===== src/rtl/ebb_pkg.sv =====
// Shared constants for the edge-normalized box blur.
// No dependencies; imported by every module of the block.
`timescale 1ns / 1ps

package ebb_pkg;

    localparam int DEF_MAX_LINE  = 1024;
    localparam int DEF_MAX_LINES = 1024;
    localparam int WINDOW        = 4;
    localparam int HALF_WIN      = WINDOW / 2;
    localparam int TAPS          = WINDOW * WINDOW;

    localparam int VAL_W     = 16;
    localparam int CFG_W     = 11;
    localparam int CFG_IDX_W = 1;
    localparam int OUT_IDX_W = 10;
    localparam int SUM_W     = VAL_W + $clog2(TAPS);
    localparam int CNT_W     = $clog2(TAPS + 1);
    localparam int STEP_W    = $clog2(TAPS + 1);
    localparam int DIVB_W    = $clog2(SUM_W);
    localparam int Q_DEPTH   = 4;
    localparam int MAX_JOBS  = 4;

    localparam logic [CFG_W-1:0] CFG_RESET = CFG_W'(1024);

    localparam logic [CFG_IDX_W-1:0] CFG_NUM_LINES   = 1'b0;
    localparam logic [CFG_IDX_W-1:0] CFG_LINE_LENGTH = 1'b1;

endpackage


===== src/rtl/ebb_queue.sv =====
// Four-entry job queue between the front and the back of the box blur.
// Depends on ebb_pkg.
`timescale 1ns / 1ps

module ebb_queue
    import ebb_pkg::*;
#(
    parameter int W = 8
)
(
    input  logic         clk,
    input  logic         rst_n,
    input  logic         push,
    input  logic [W-1:0] din,
    input  logic         pop,
    output logic [W-1:0] dout,
    output logic         empty,
    output logic         full
);

    localparam int PTR_W = $clog2(Q_DEPTH);

    logic [W-1:0]       entry_reg [Q_DEPTH];
    logic [PTR_W-1:0]   wr_ptr_reg, rd_ptr_reg;
    logic [PTR_W:0]     fill_reg, fill_next;

    assign empty = (fill_reg == '0);
    assign full  = (fill_reg == (PTR_W+1)'(Q_DEPTH));
    assign dout  = entry_reg[rd_ptr_reg];

    always_comb
    begin
        fill_next = fill_reg;
        if (push && !pop)
        begin
            fill_next = fill_reg + 1'b1;
        end
        else if (pop && !push)
        begin
            fill_next = fill_reg - 1'b1;
        end
    end

    always_ff @(posedge clk)
    begin
        if (push)
        begin
            entry_reg[wr_ptr_reg] <= din;
        end
    end

    always_ff @(posedge clk or negedge rst_n)
    begin
        if (!rst_n)
        begin
            wr_ptr_reg <= '0;
            rd_ptr_reg <= '0;
            fill_reg   <= '0;
        end
        else
        begin
            if (push)
            begin
                wr_ptr_reg <= wr_ptr_reg + 1'b1;
            end
            if (pop)
            begin
                rd_ptr_reg <= rd_ptr_reg + 1'b1;
            end
            fill_reg <= fill_next;
        end
    end

endmodule


===== config.mk =====
export PLATFORM = sky130hd
export DESIGN_NAME = ebb_queue
export DESIGN_NICKNAME = d
export VERILOG_FILES = /design/src/rtl/ebb_pkg.sv /design/src/rtl/ebb_queue.sv
export SDC_FILE = /design/constraint.sdc
export NUM_CORES = 1
export LEC_CHECK = 0
export BUFFER_PORTS_ARGS = -buffer_cell sky130_fd_sc_hd__buf_2
export CAP_MARGIN = 20
export CORE_ASPECT_RATIO = 0.9
export CORE_MARGIN = 2
export CORE_UTILIZATION = 55
export CTS_BUF_LIST = sky130_fd_sc_hd__clkbuf_4
export CTS_CLUSTER_SIZE = 20
export DETAILED_ROUTE_END_ITERATION = 10
export PLACE_DENSITY = 0.77
export REMOVE_ABC_BUFFERS = 1
export SKIP_LAST_GASP = 1
export SYNTH_ARGS = -nofsm -noshare
export SYNTH_HDL_FRONTEND = slang
export SYNTH_SLANG_ARGS = --single-unit

===== constraint.sdc =====
create_clock -name clk -period 2.55 [get_ports clk]
set_input_delay 0.51 -clock clk [delete_from_list [all_inputs] [get_ports clk]]
set_output_delay 0.51 -clock clk [all_outputs]
set_load 0.02 [all_outputs]

==> impl_metrics.json <==
{
  "p_sw_frac": 0.327,
  "wl_met1_um": 940,
  "ys_seq_elements": 39,
  "setup.worst_path.start": "rd_ptr_reg[0]",
  "status": "finished, final reports clean",
  "core_um2": 2700,
  "cp_slowest_cell": "mux4_2",
  "n_antenna_cell": 0,
  "cts_buffers": 5,
  "synth_top_area_frac": 0.621,
  "cts_resized": 0,
  "synth_most_common_cell": "edfxtp_1",
  "tns_ns": 0,
  "area_delta_synth_final_pct": 13.0,
  "gp_congestion": 0.623,
  "crit_fanout": 6,
  "cp.arrival_ns": 1.73,
  "finalHoldViolations": 0,
  "avgSynthCellArea_um2": 20.4,
  "p_int_w": 0.00128,
  "crit_path_cell_trace": "buf_4, mux4_2, buf_2",
  "synth_flop_cell": "edfxtp_1",
  "critical_path.top_delay_family": "multiplexers",
  "grt_first_pass_wirelength_um": 3370,
  "avgViaCountPerCell": 5.44,
  "cp.required_ns": 2.04,
  "largest_reg_flops": 32,
  "cts_setup_buffers": 0,
  "power.total_w": 0.00190,
  "yosysSeqAreaShare": 0.734,
  "vias": 734,
  "startpoint_type": "register",
  "post-route-period-util": 0.878,
  "p_sw_w": 0.000619,
  "synth_warnings": 0,
  "path_clk_slew_ns": 0.10,
  "endpoint_kind": "primary output",
  "final_core_util": 0.647,
  "routed_wl_um": 2210,
  "routedWlPerCell_um": 16.4,
  "dieArea_um2": 3250,
  "die_w_um": 59.9,
  "p_per_area_nw_per_um2": 1080,
  "met2WireLength_um": 1110,
  "drive_above_1_share": 0.371,
  "fin_nets": 122,
  "ys_async_sr_fraction": 0.179,
  "pwr-share-seq": 0.509,
  "grt_max_degree": 12,
  "worst_pin_slew_ns": 0.428,
  "place_hpwl_um": 1530,
  "cts-root-buf": "clkbuf_4",
  "initial_core_util": 0.573,
  "finClkSkew_ns": 0.00854,
  "worstHoldStart": "pop",
  "rsz0062_at_grt": "false",
  "grt_pass1_vias": 693,
  "clk_latency_ns": 0.34,
  "drtIter0Drc": 16,
  "grt_usage": 0.163,
  "synthCells": 76,
  "port_buffers": 21,
  "fillers": 210,
  "antenna_found_initial": 0,
  "criticalPathCategory": "register to primary output",
  "finalMaxSlewViolations": 0,
  "synthTopCellsByCount": "edfxtp_1 (32), mux4_2 (8), dfrtp_1 (7), ha_1 (5)",
  "setup_viol": 0,
  "synth-edff-count": 32,
  "ctsLongestPathBuffers": 2,
  "critPathBufInv": 2,
  "drc": 0,
  "cts_tree": "built",
  "hp-class": "input port to register",
  "drtPass1Iterations": 4,
  "num_rows": 18,
  "clock-sinks": 39,
  "route.met3.wl_um": 107,
  "grt_overflow_total": 0,
  "htree_num_levels": 2,
  "combinationalPowerShare": 0.327,
  "p_leak_nw": 0.669,
  "synthTopCellsByArea": "edfxtp_1 (62%), mux4_2 (12%), dfrtp_1 (11%), ha_1 (4.0%), xor2_1 (2.3%)",
  "min_period_ns": 2.24,
  "fmax_mhz": 447,
  "synth.largest_area_cell": "edfxtp_1",
  "drtAntennaViolNets": 0,
  "io-pin-count": 22,
  "die_y_um": 54.3,
  "critical_path.max_stage_delay_ns": 0.51,
  "reg2reg_from": "wr_ptr_reg[0]",
  "topRoutingLayerUsed": "met4",
  "ys_types": 17,
  "synth_area_um2": 1550,
  "slew_headroom": 0.715,
  "clockPowerShare": 0.165,
  "cap_violations": 0,
  "ir_drop_uv": 550
}
path summary, 6_finish.rpt:
| check | endpoint | slack, ns | cells past startpoint |
|---|---|---|---|
| worst max-delay path | dout[2] | 0.31 | 3 |
| worst min-delay path | rd_ptr_reg[0] | 0.38 | 2 |
| worst max register to register | entry_reg[0][6] | 1.16 | 3 |
| worst min register to register | fill_reg[2] | 0.50 | 1 |
| max in group asynchronous | rd_ptr_reg[0] | 1.85 | 2 |
| min in group asynchronous | rd_ptr_reg[1] | 0.54 | 2 |
cells by family (layout without fill, tap and decap cells):
logic type               Yosys count  count (layout)  share of synthesized area
AND/OR/NAND/NOR                    9               9                     0.0315
buffers and inverters              6              35                     0.0202
AO/OA/AOI/OAI                      1               1                    0.00323
adder cells (fa/ha/maj)            6               6                     0.0534
XOR/XNOR                           6               6                     0.0340
multiplexers                       9               9                      0.124
flip-flops                        39              39                      0.734
layer usage:
metal / vias to the layer above / global-route usage
li1: 345 / -
met1: 370 / 0.200
met2: 15 / 0.239
met3: 4 / 0.0709
met4: 0 / 0.100
met5: - / 0
power by group through the flow:
| stage | sequential, W | combinational (W) | clock, W |
|---|---|---|---|
| 4_1_cts | 0.000967 | 0.000634 | 0.000327 |
| 5_1_grt | 0.000985 | 0.000681 | 0.000356 |
| 3_3_place_gp | 0.000969 | 0.000613 | 0 |
| 6_report | 0.000964 | 0.000619 | 0.000312 |
| 2_1_floorplan | 0.000968 | 0.000437 | 0 |
| 3_5_place_dp | 0.000981 | 0.000634 | 0 |
cell usage in the layout, fill, tap and decap left out:
cell type      count
and2_1             4
clkbuf_4           7
inv_1              4
ha_1               5
buf_2             21
dfrtp_1            7
nor3b_1            1
nor3_1             1
buf_4              1
mux2_2             1
o21ai_0            1
nand2_1            2
fa_1               1
nor2_1             1
xnor2_1            2
edfxtp_1          32
mux4_2             8
xor2_1             4
clkinv_2           1
dlygate4sd3_1      1
cell type report:
| type | count | area (um^2) | share of cell area |
|---|---|---|---|
| clock buffers | 7 | 52.6 | 0.0300 |
| well taps | 30 | 37.5 | 0.0215 |
| inverters | 4 | 15.0 | 0.00858 |
| multi-input cells | 31 | 380 | 0.217 |
| flip-flops and latches | 39 | 1140 | 0.649 |
| clock inverters | 1 | 5.00 | 0.00286 |
| repair buffers | 23 | 123 | 0.0701 |
stage by stage:
step	instance area (um^2)	setup slack, ns	instances	hold WS [ns]
final	1750	0.311	135	0.383
after global routing	1750	0.198	135	0.358
after CTS	1750	0.272	135	0.361
after global placement	1680	0.685	126	0.358
after detailed placement	1680	0.666	126	0.360
after floorplan	1530	0.796	74	0.214
repair_timing:
item | CTS | global route
hold buffers | 1 | 0
endpoints found under the setup margin | 0 | 0
hold endpoints to repair | 7 | 0
Note: power is estimated with default switching activity, not from simulation.
