--- src/rtl/ebb_pkg.sv ---
// Shared constants for the edge-normalized box blur.
// No dependencies; imported by every module of the block.
`timescale 1ns / 1ps

package ebb_pkg;

    localparam int DEF_MAX_LINE  = 1024;
    localparam int DEF_MAX_LINES = 1024;
    localparam int WINDOW        = 4;
    localparam int HALF_WIN      = WINDOW / 2;
    localparam int TAPS          = WINDOW * WINDOW;

    localparam int VAL_W     = 16;
    localparam int CFG_W     = 11;
    localparam int CFG_IDX_W = 1;
    localparam int OUT_IDX_W = 10;
    localparam int SUM_W     = VAL_W + $clog2(TAPS);
    localparam int CNT_W     = $clog2(TAPS + 1);
    localparam int STEP_W    = $clog2(TAPS + 1);
    localparam int DIVB_W    = $clog2(SUM_W);
    localparam int Q_DEPTH   = 4;
    localparam int MAX_JOBS  = 4;

    localparam logic [CFG_W-1:0] CFG_RESET = CFG_W'(1024);

    localparam logic [CFG_IDX_W-1:0] CFG_NUM_LINES   = 1'b0;
    localparam logic [CFG_IDX_W-1:0] CFG_LINE_LENGTH = 1'b1;

endpackage

--- src/rtl/ebb_front.sv ---
// Front of the box blur: configuration, raster counters, store writes and job issue.
// Depends on ebb_pkg.
`timescale 1ns / 1ps

module ebb_front
    import ebb_pkg::*;
#(
    parameter int MAX_LINE  = DEF_MAX_LINE,
    parameter int MAX_LINES = DEF_MAX_LINES,
    parameter int LW        = $clog2(MAX_LINES + 1),
    parameter int PW        = $clog2(MAX_LINE + 1),
    parameter int AW        = $clog2(WINDOW * MAX_LINE),
    parameter int JOB_W     = LW + PW + 2
)
(
    input  logic                 clk,
    input  logic                 rst_n,
    input  logic                 cfg_we,
    input  logic [CFG_IDX_W-1:0] cfg_index,
    input  logic [CFG_W-1:0]     cfg_data,
    input  logic                 in_valid,
    output logic                 in_stall,
    input  logic [VAL_W-1:0]     sample_value,
    input  logic                 q_empty,
    input  logic                 q_full,
    output logic                 q_push,
    output logic [JOB_W-1:0]     q_din,
    input  logic                 back_busy,
    output logic [LW-1:0]        nl,
    output logic [PW-1:0]        ll,
    output logic                 wr_en,
    output logic [AW-1:0]        wr_addr,
    output logic [VAL_W-1:0]     wr_data
);

    typedef struct packed {
        logic [LW-1:0] line;
        logic [PW-1:0] pos;
        logic          last;
        logic          fdone;
    } job_t;

    logic [CFG_W-1:0]    nl_raw_reg, ll_raw_reg;
    logic [LW-1:0]       line_reg, jl_reg;
    logic [PW-1:0]       pos_reg, jp_reg;
    logic [MAX_JOBS-1:0] mask_reg, mask_next, mask_new, sel_bit;
    logic [1:0]          sel;
    logic                idle, accept, line_end, last_line;
    logic [LW:0]         line_x;
    job_t                job;

    always_comb
    begin
        if (nl_raw_reg == '0)
            nl = LW'(1);
        else if (int'(nl_raw_reg) > MAX_LINES)
            nl = LW'(MAX_LINES);
        else
            nl = LW'(nl_raw_reg);
        if (ll_raw_reg == '0)
            ll = PW'(1);
        else if (int'(ll_raw_reg) > MAX_LINE)
            ll = PW'(MAX_LINE);
        else
            ll = PW'(ll_raw_reg);
    end

    assign idle     = (mask_reg == '0) && q_empty && !back_busy;
    assign in_stall = !idle;
    assign accept   = in_valid && idle;

    assign line_end  = (pos_reg == ll - PW'(1));
    assign last_line = (line_reg == nl - LW'(1));
    assign line_x    = {1'b0, line_reg};

    assign wr_en   = accept;
    assign wr_data = sample_value;
    assign wr_addr = AW'(int'(line_x[1:0]) * MAX_LINE) + AW'(pos_reg);

    always_comb
    begin
        mask_new[0] = (line_reg != '0) && (pos_reg != '0);
        mask_new[1] = (line_reg != '0) && line_end;
        mask_new[2] = last_line && (pos_reg != '0);
        mask_new[3] = last_line && line_end;
    end

    // pick the lowest pending job
    always_comb
    begin
        if (mask_reg[0])
            sel = 2'd0;
        else if (mask_reg[1])
            sel = 2'd1;
        else if (mask_reg[2])
            sel = 2'd2;
        else
            sel = 2'd3;
        sel_bit = MAX_JOBS'(1) << sel;
    end

    always_comb
    begin
        job.line  = sel[1] ? jl_reg : jl_reg - LW'(1);
        job.pos   = sel[0] ? jp_reg : jp_reg - PW'(1);
        job.last  = ((mask_reg & ~sel_bit) == '0);
        job.fdone = (job.line == nl - LW'(1)) && (job.pos == ll - PW'(1));
    end

    assign q_push = (mask_reg != '0) && !q_full;
    assign q_din  = job;

    always_comb
    begin
        mask_next = mask_reg;
        if (q_push)
            mask_next = mask_reg & ~sel_bit;
        if (accept)
            mask_next = mask_new;
    end

    always_ff @(posedge clk or negedge rst_n)
    begin
        if (!rst_n)
        begin
            nl_raw_reg <= CFG_RESET;
            ll_raw_reg <= CFG_RESET;
            line_reg   <= '0;
            pos_reg    <= '0;
            mask_reg   <= '0;
            jl_reg     <= '0;
            jp_reg     <= '0;
        end
        else
        begin
            mask_reg <= mask_next;
            if (cfg_we)
            begin
                if (cfg_index == CFG_NUM_LINES)
                    nl_raw_reg <= cfg_data;
                else
                    ll_raw_reg <= cfg_data;
                line_reg <= '0;
                pos_reg  <= '0;
            end
            else if (accept)
            begin
                jl_reg <= line_reg;
                jp_reg <= pos_reg;
                if (line_end)
                begin
                    pos_reg  <= '0;
                    line_reg <= last_line ? '0 : line_reg + LW'(1);
                end
                else
                begin
                    pos_reg <= pos_reg + PW'(1);
                end
            end
        end
    end

endmodule

--- config.mk ---
export PLATFORM = sky130hd
export DESIGN_NAME = ebb_front
export DESIGN_NICKNAME = d
export VERILOG_FILES = /design/src/rtl/ebb_pkg.sv /design/src/rtl/ebb_front.sv
export SDC_FILE = /design/constraint.sdc
export NUM_CORES = 1
export LEC_CHECK = 0
export ABC_AREA = 1
export BUFFER_PORTS_ARGS = -buffer_cell sky130_fd_sc_hd__buf_2
export CAP_MARGIN = 20
export CORE_UTILIZATION = 55
export DETAILED_ROUTE_END_ITERATION = 8
export GPL_ROUTABILITY_DRIVEN = 0
export PLACE_DENSITY = 0.8
export SLEW_MARGIN = 10
export SYNTH_ARGS = -nofsm -noshare
export SYNTH_HDL_FRONTEND = slang
export SYNTH_SLANG_ARGS = --single-unit
--- constraint.sdc ---
create_clock -name clk -period 3.9 [get_ports clk]
set_input_delay 0.585 -clock clk [delete_from_list [all_inputs] [get_ports clk]]
set_output_delay 0.585 -clock clk [all_outputs]
set_load 0.01 [all_outputs]
==> impl_metrics.csv <==
group,metric,value,unit
power_and_ir_drop,p_per_area,546,nW/um^2
final_layout,synthToLayoutAreaGrowth,11.1,%
final_layout,diodes,0,
timing,hold_viol_final,0,
die,fp.dieH,103,um
routing,drt_iter0_drc,453,
timing,relSlewSlack,38.3,%
placement,dpl.hpwl,11.8,mm
final_layout,drive_above_1_share,16.8,%
routing,antenna_left,0,
routing,wl,15.5,mm
worst_setup_path,worst_ep_arrival_time,2960,ps
global_routing,grt_usage,31.2,%
synth,synth_cells,846,
flow_run,max_cap_viol_count,0,
placement,dpl_worst_slack,576,ps
routing,routed_via_density,5.40,
worst_setup_path,worst-path-buf-inv,5,
worst_setup_path,startpoint,"nl_raw_reg[10]",
global_routing,grt_pass1_vias,5027,
die,die_w,103,um
worst_setup_path,rr_worst_depth,18,
timing,holdWs,436,ps
worst_setup_path,start_kind,"register",
worst_hold_path,hold_path.class,"in -> async",
worst_setup_path,rr_startpoint,"ll_raw_reg[10]",
global_routing,antenna_found_initial,0,
final_layout,nets,943,
synth,synth_fp_nets,890,
routing,drcViolationCount,0,
routing,via_count,5601,
clock_network,clockBufferDepth,2,
placement,io_buffers,79,
timing,period_share,90.9,%
clock_network,cts_root_buf,"clkbuf_8",
die,io_pins,112,
worst_setup_path,cpPeakStageDelay,570,ps
synth,synth_cell_type_count,42,
die,start_util,56.8,%
worst_setup_path,worstPathRequired,3310,ps
worst_setup_path,reg2reg_to,"pos_reg[10]",
worst_setup_path,crit_type,"reg -> out",
synth,yosys_warnings,0,
routing,routedWlPerCell,14.9,um
timing,tightest_slew,926,ps
synth,ys_ff_latch,70,
global_routing,grt_max_degree,71,
timing,finalMaxSlewViolations,0,
die,rows,36,
worst_setup_path,path_max_fanout,9,
synth,synth_edf_count,0,
timing,fin_skew,8.94,ps
power_and_ir_drop,power,0.00337,W
synth,yosysSeqAreaShare,31.6,%
final_layout,utilization,63.1,%
run_status,status,"finished, final reports clean",
worst_setup_path,cpMaxStageDelayCell,"dfstp_2",
worst_setup_path,path_depth,17,
clock_network,cts_tree,"yes",
synth,synth_area,5560,sq um
die,coreArea,9770,sq um
clock_network,insertion_delay,360,ps
die,die_area,10500,sq um
timing,fin_setup_tns,0,ps
worst_setup_path,worstPathCellList,"inv_1, o21bai_4, buf_4, buf_4, buf_4, o21ai_1, nand3_1, nand2_1, nand2_1, nand2_1, nand2_1, nor2_1, nand2_1, nor2_1, nand2_1, nor2_1, buf_2",
global_routing,grt_pass1_wl,24.6,mm
timing,max_freq,282,MHz
clock_network,cts_buffers,9,
final_layout,fill_cells,945,
synth,synth_area_per_cell,6.57,sq um
synth,async_flop_share,100,%
clock_network,clk_pin_slew,80,ps
worst_setup_path,critPathCapture,"q_din[0]",
global_routing,grt-ovfl-total,0,
timing,rsz0062_at_grt,"no",
synth,synth_ff_type,"dfrtp_1",
timing,finalWorstSetupSlack,356,ps
routing,dr.pass1.iters,6,
worst_setup_path,r2r_setup_slack,790,ps
timing,setup_viol,0,
worst_setup_path,path_delay_family,"simple AND/OR/NAND/NOR gates",
worst_setup_path,cp_common_cell,"nand2_1",
clock_network,cts_sinks,70,
timing,final.min_clock_period,3540,ps
clock_network,htreeDepth,3,
worst_setup_path,end_kind,"output pin",
power_and_ir_drop,ir_drop,268,uV
power_and_ir_drop,power_leakage,3.28,nW
==> routing by layer <==
layer | share of wire (%) | GRT usage (%) | vias up
met3 | 9.4 | 7.19 | 40
met5 | 0 | 0 | -
li1 | - | - | 2782
met2 | 43 | 47.5 | 270
met1 | 45 | 42.9 | 2509
met4 | 3.2 | 12.7 | 0
==> cell usage after synthesis (13+ instances only) <==
cell type | instances | area [sq um]
nand4_1 | 15 | 93.8
clkbuf_1 | 13 | 48.8
xor2_1 | 29 | 254
a21oi_1 | 17 | 85.1
nor3_1 | 16 | 80.1
nand3_1 | 90 | 450
inv_1 | 111 | 417
nor2_1 | 92 | 345
buf_4 | 28 | 210
o21ai_0 | 63 | 315
dfrtp_1 | 68 | 1700
nand2_1 | 213 | 800
==> placed cells by master, fill, tap and decap left out, types with 15 or more instances in the layout <==
cell type | Yosys | final
a21oi_1 | 17 | 17
buf_2 | 4 | 79
dfrtp_1 | 68 | 68
inv_1 | 111 | 111
nand2_1 | 213 | 213
nand3_1 | 90 | 90
nand4_1 | 15 | 15
nor2_1 | 92 | 91
nor3_1 | 16 | 16
o21ai_0 | 63 | 63
xor2_1 | 29 | 29
==> per-stage QoR <==
step,area [sq um],std cells
2_1_floorplan,5560,846
3_3_place_gp,5840,1013
3_5_place_dp,5840,1013
4_1_cts,6100,1029
5_1_grt,6170,1037
6_report,6170,1037
==> power by group <==
part | switching [W] | internal [W] | total [W] | leakage [nW]
clock | 0.000293 | 0.000490 | 0.000782 | 0.130
combinational | 0.00104 | 0.000548 | 0.00159 | 2.25
sequential | 0.000122 | 0.000875 | 0.000996 | 0.896
total | 0.00145 | 0.00191 | 0.00337 | 3.28
==> area by class of cell <==
class | instances | area [sq um] | area share [%]
multi-input combinational | 604 | 3050 | 49.4
inverter | 124 | 465 | 7.54
clock inverter | 6 | 134 | 2.17
tap | 133 | 166 | 2.70
timing repair buffer | 90 | 478 | 7.74
clock buffer | 10 | 128 | 2.07
sequential | 70 | 1750 | 28.4
==> logic make-up (layout without fill, tap and decap cells) <==
group                      count (synthesis)  after routing  share of synthesized area, %
and+or+nand+nor                          456            456                          36.5
AOI/OAI and AO/OA                        104            105                          10.6
buffers and inverters                    173            230                          13.9
xor gates and xnor gates                  34             34                          5.36
DFF                                       70             70                          31.6
adders and majority gates                  9              9                          2.03
==> what timing repair did <==
item	4_1_cts	5_1_grt
buffers inserted	0	7
resized for setup	0	2
endpoints found under the setup margin	0	1
hold buffers	0	0
==> worst min-delay path by stage <==
stage	startpoint	cells past startpoint	end
after global placement	jp_reg[10]	2	jp_reg[10]
after floorplan	rst_n	0	jl_reg[0]
after CTS	rst_n	2	pos_reg[10]
after global routing	cfg_data[10]	3	nl_raw_reg[10]
final	rst_n	2	pos_reg[6]
after detailed placement	jp_reg[10]	2	jp_reg[10]
Power figures use the tool's default switching activity.
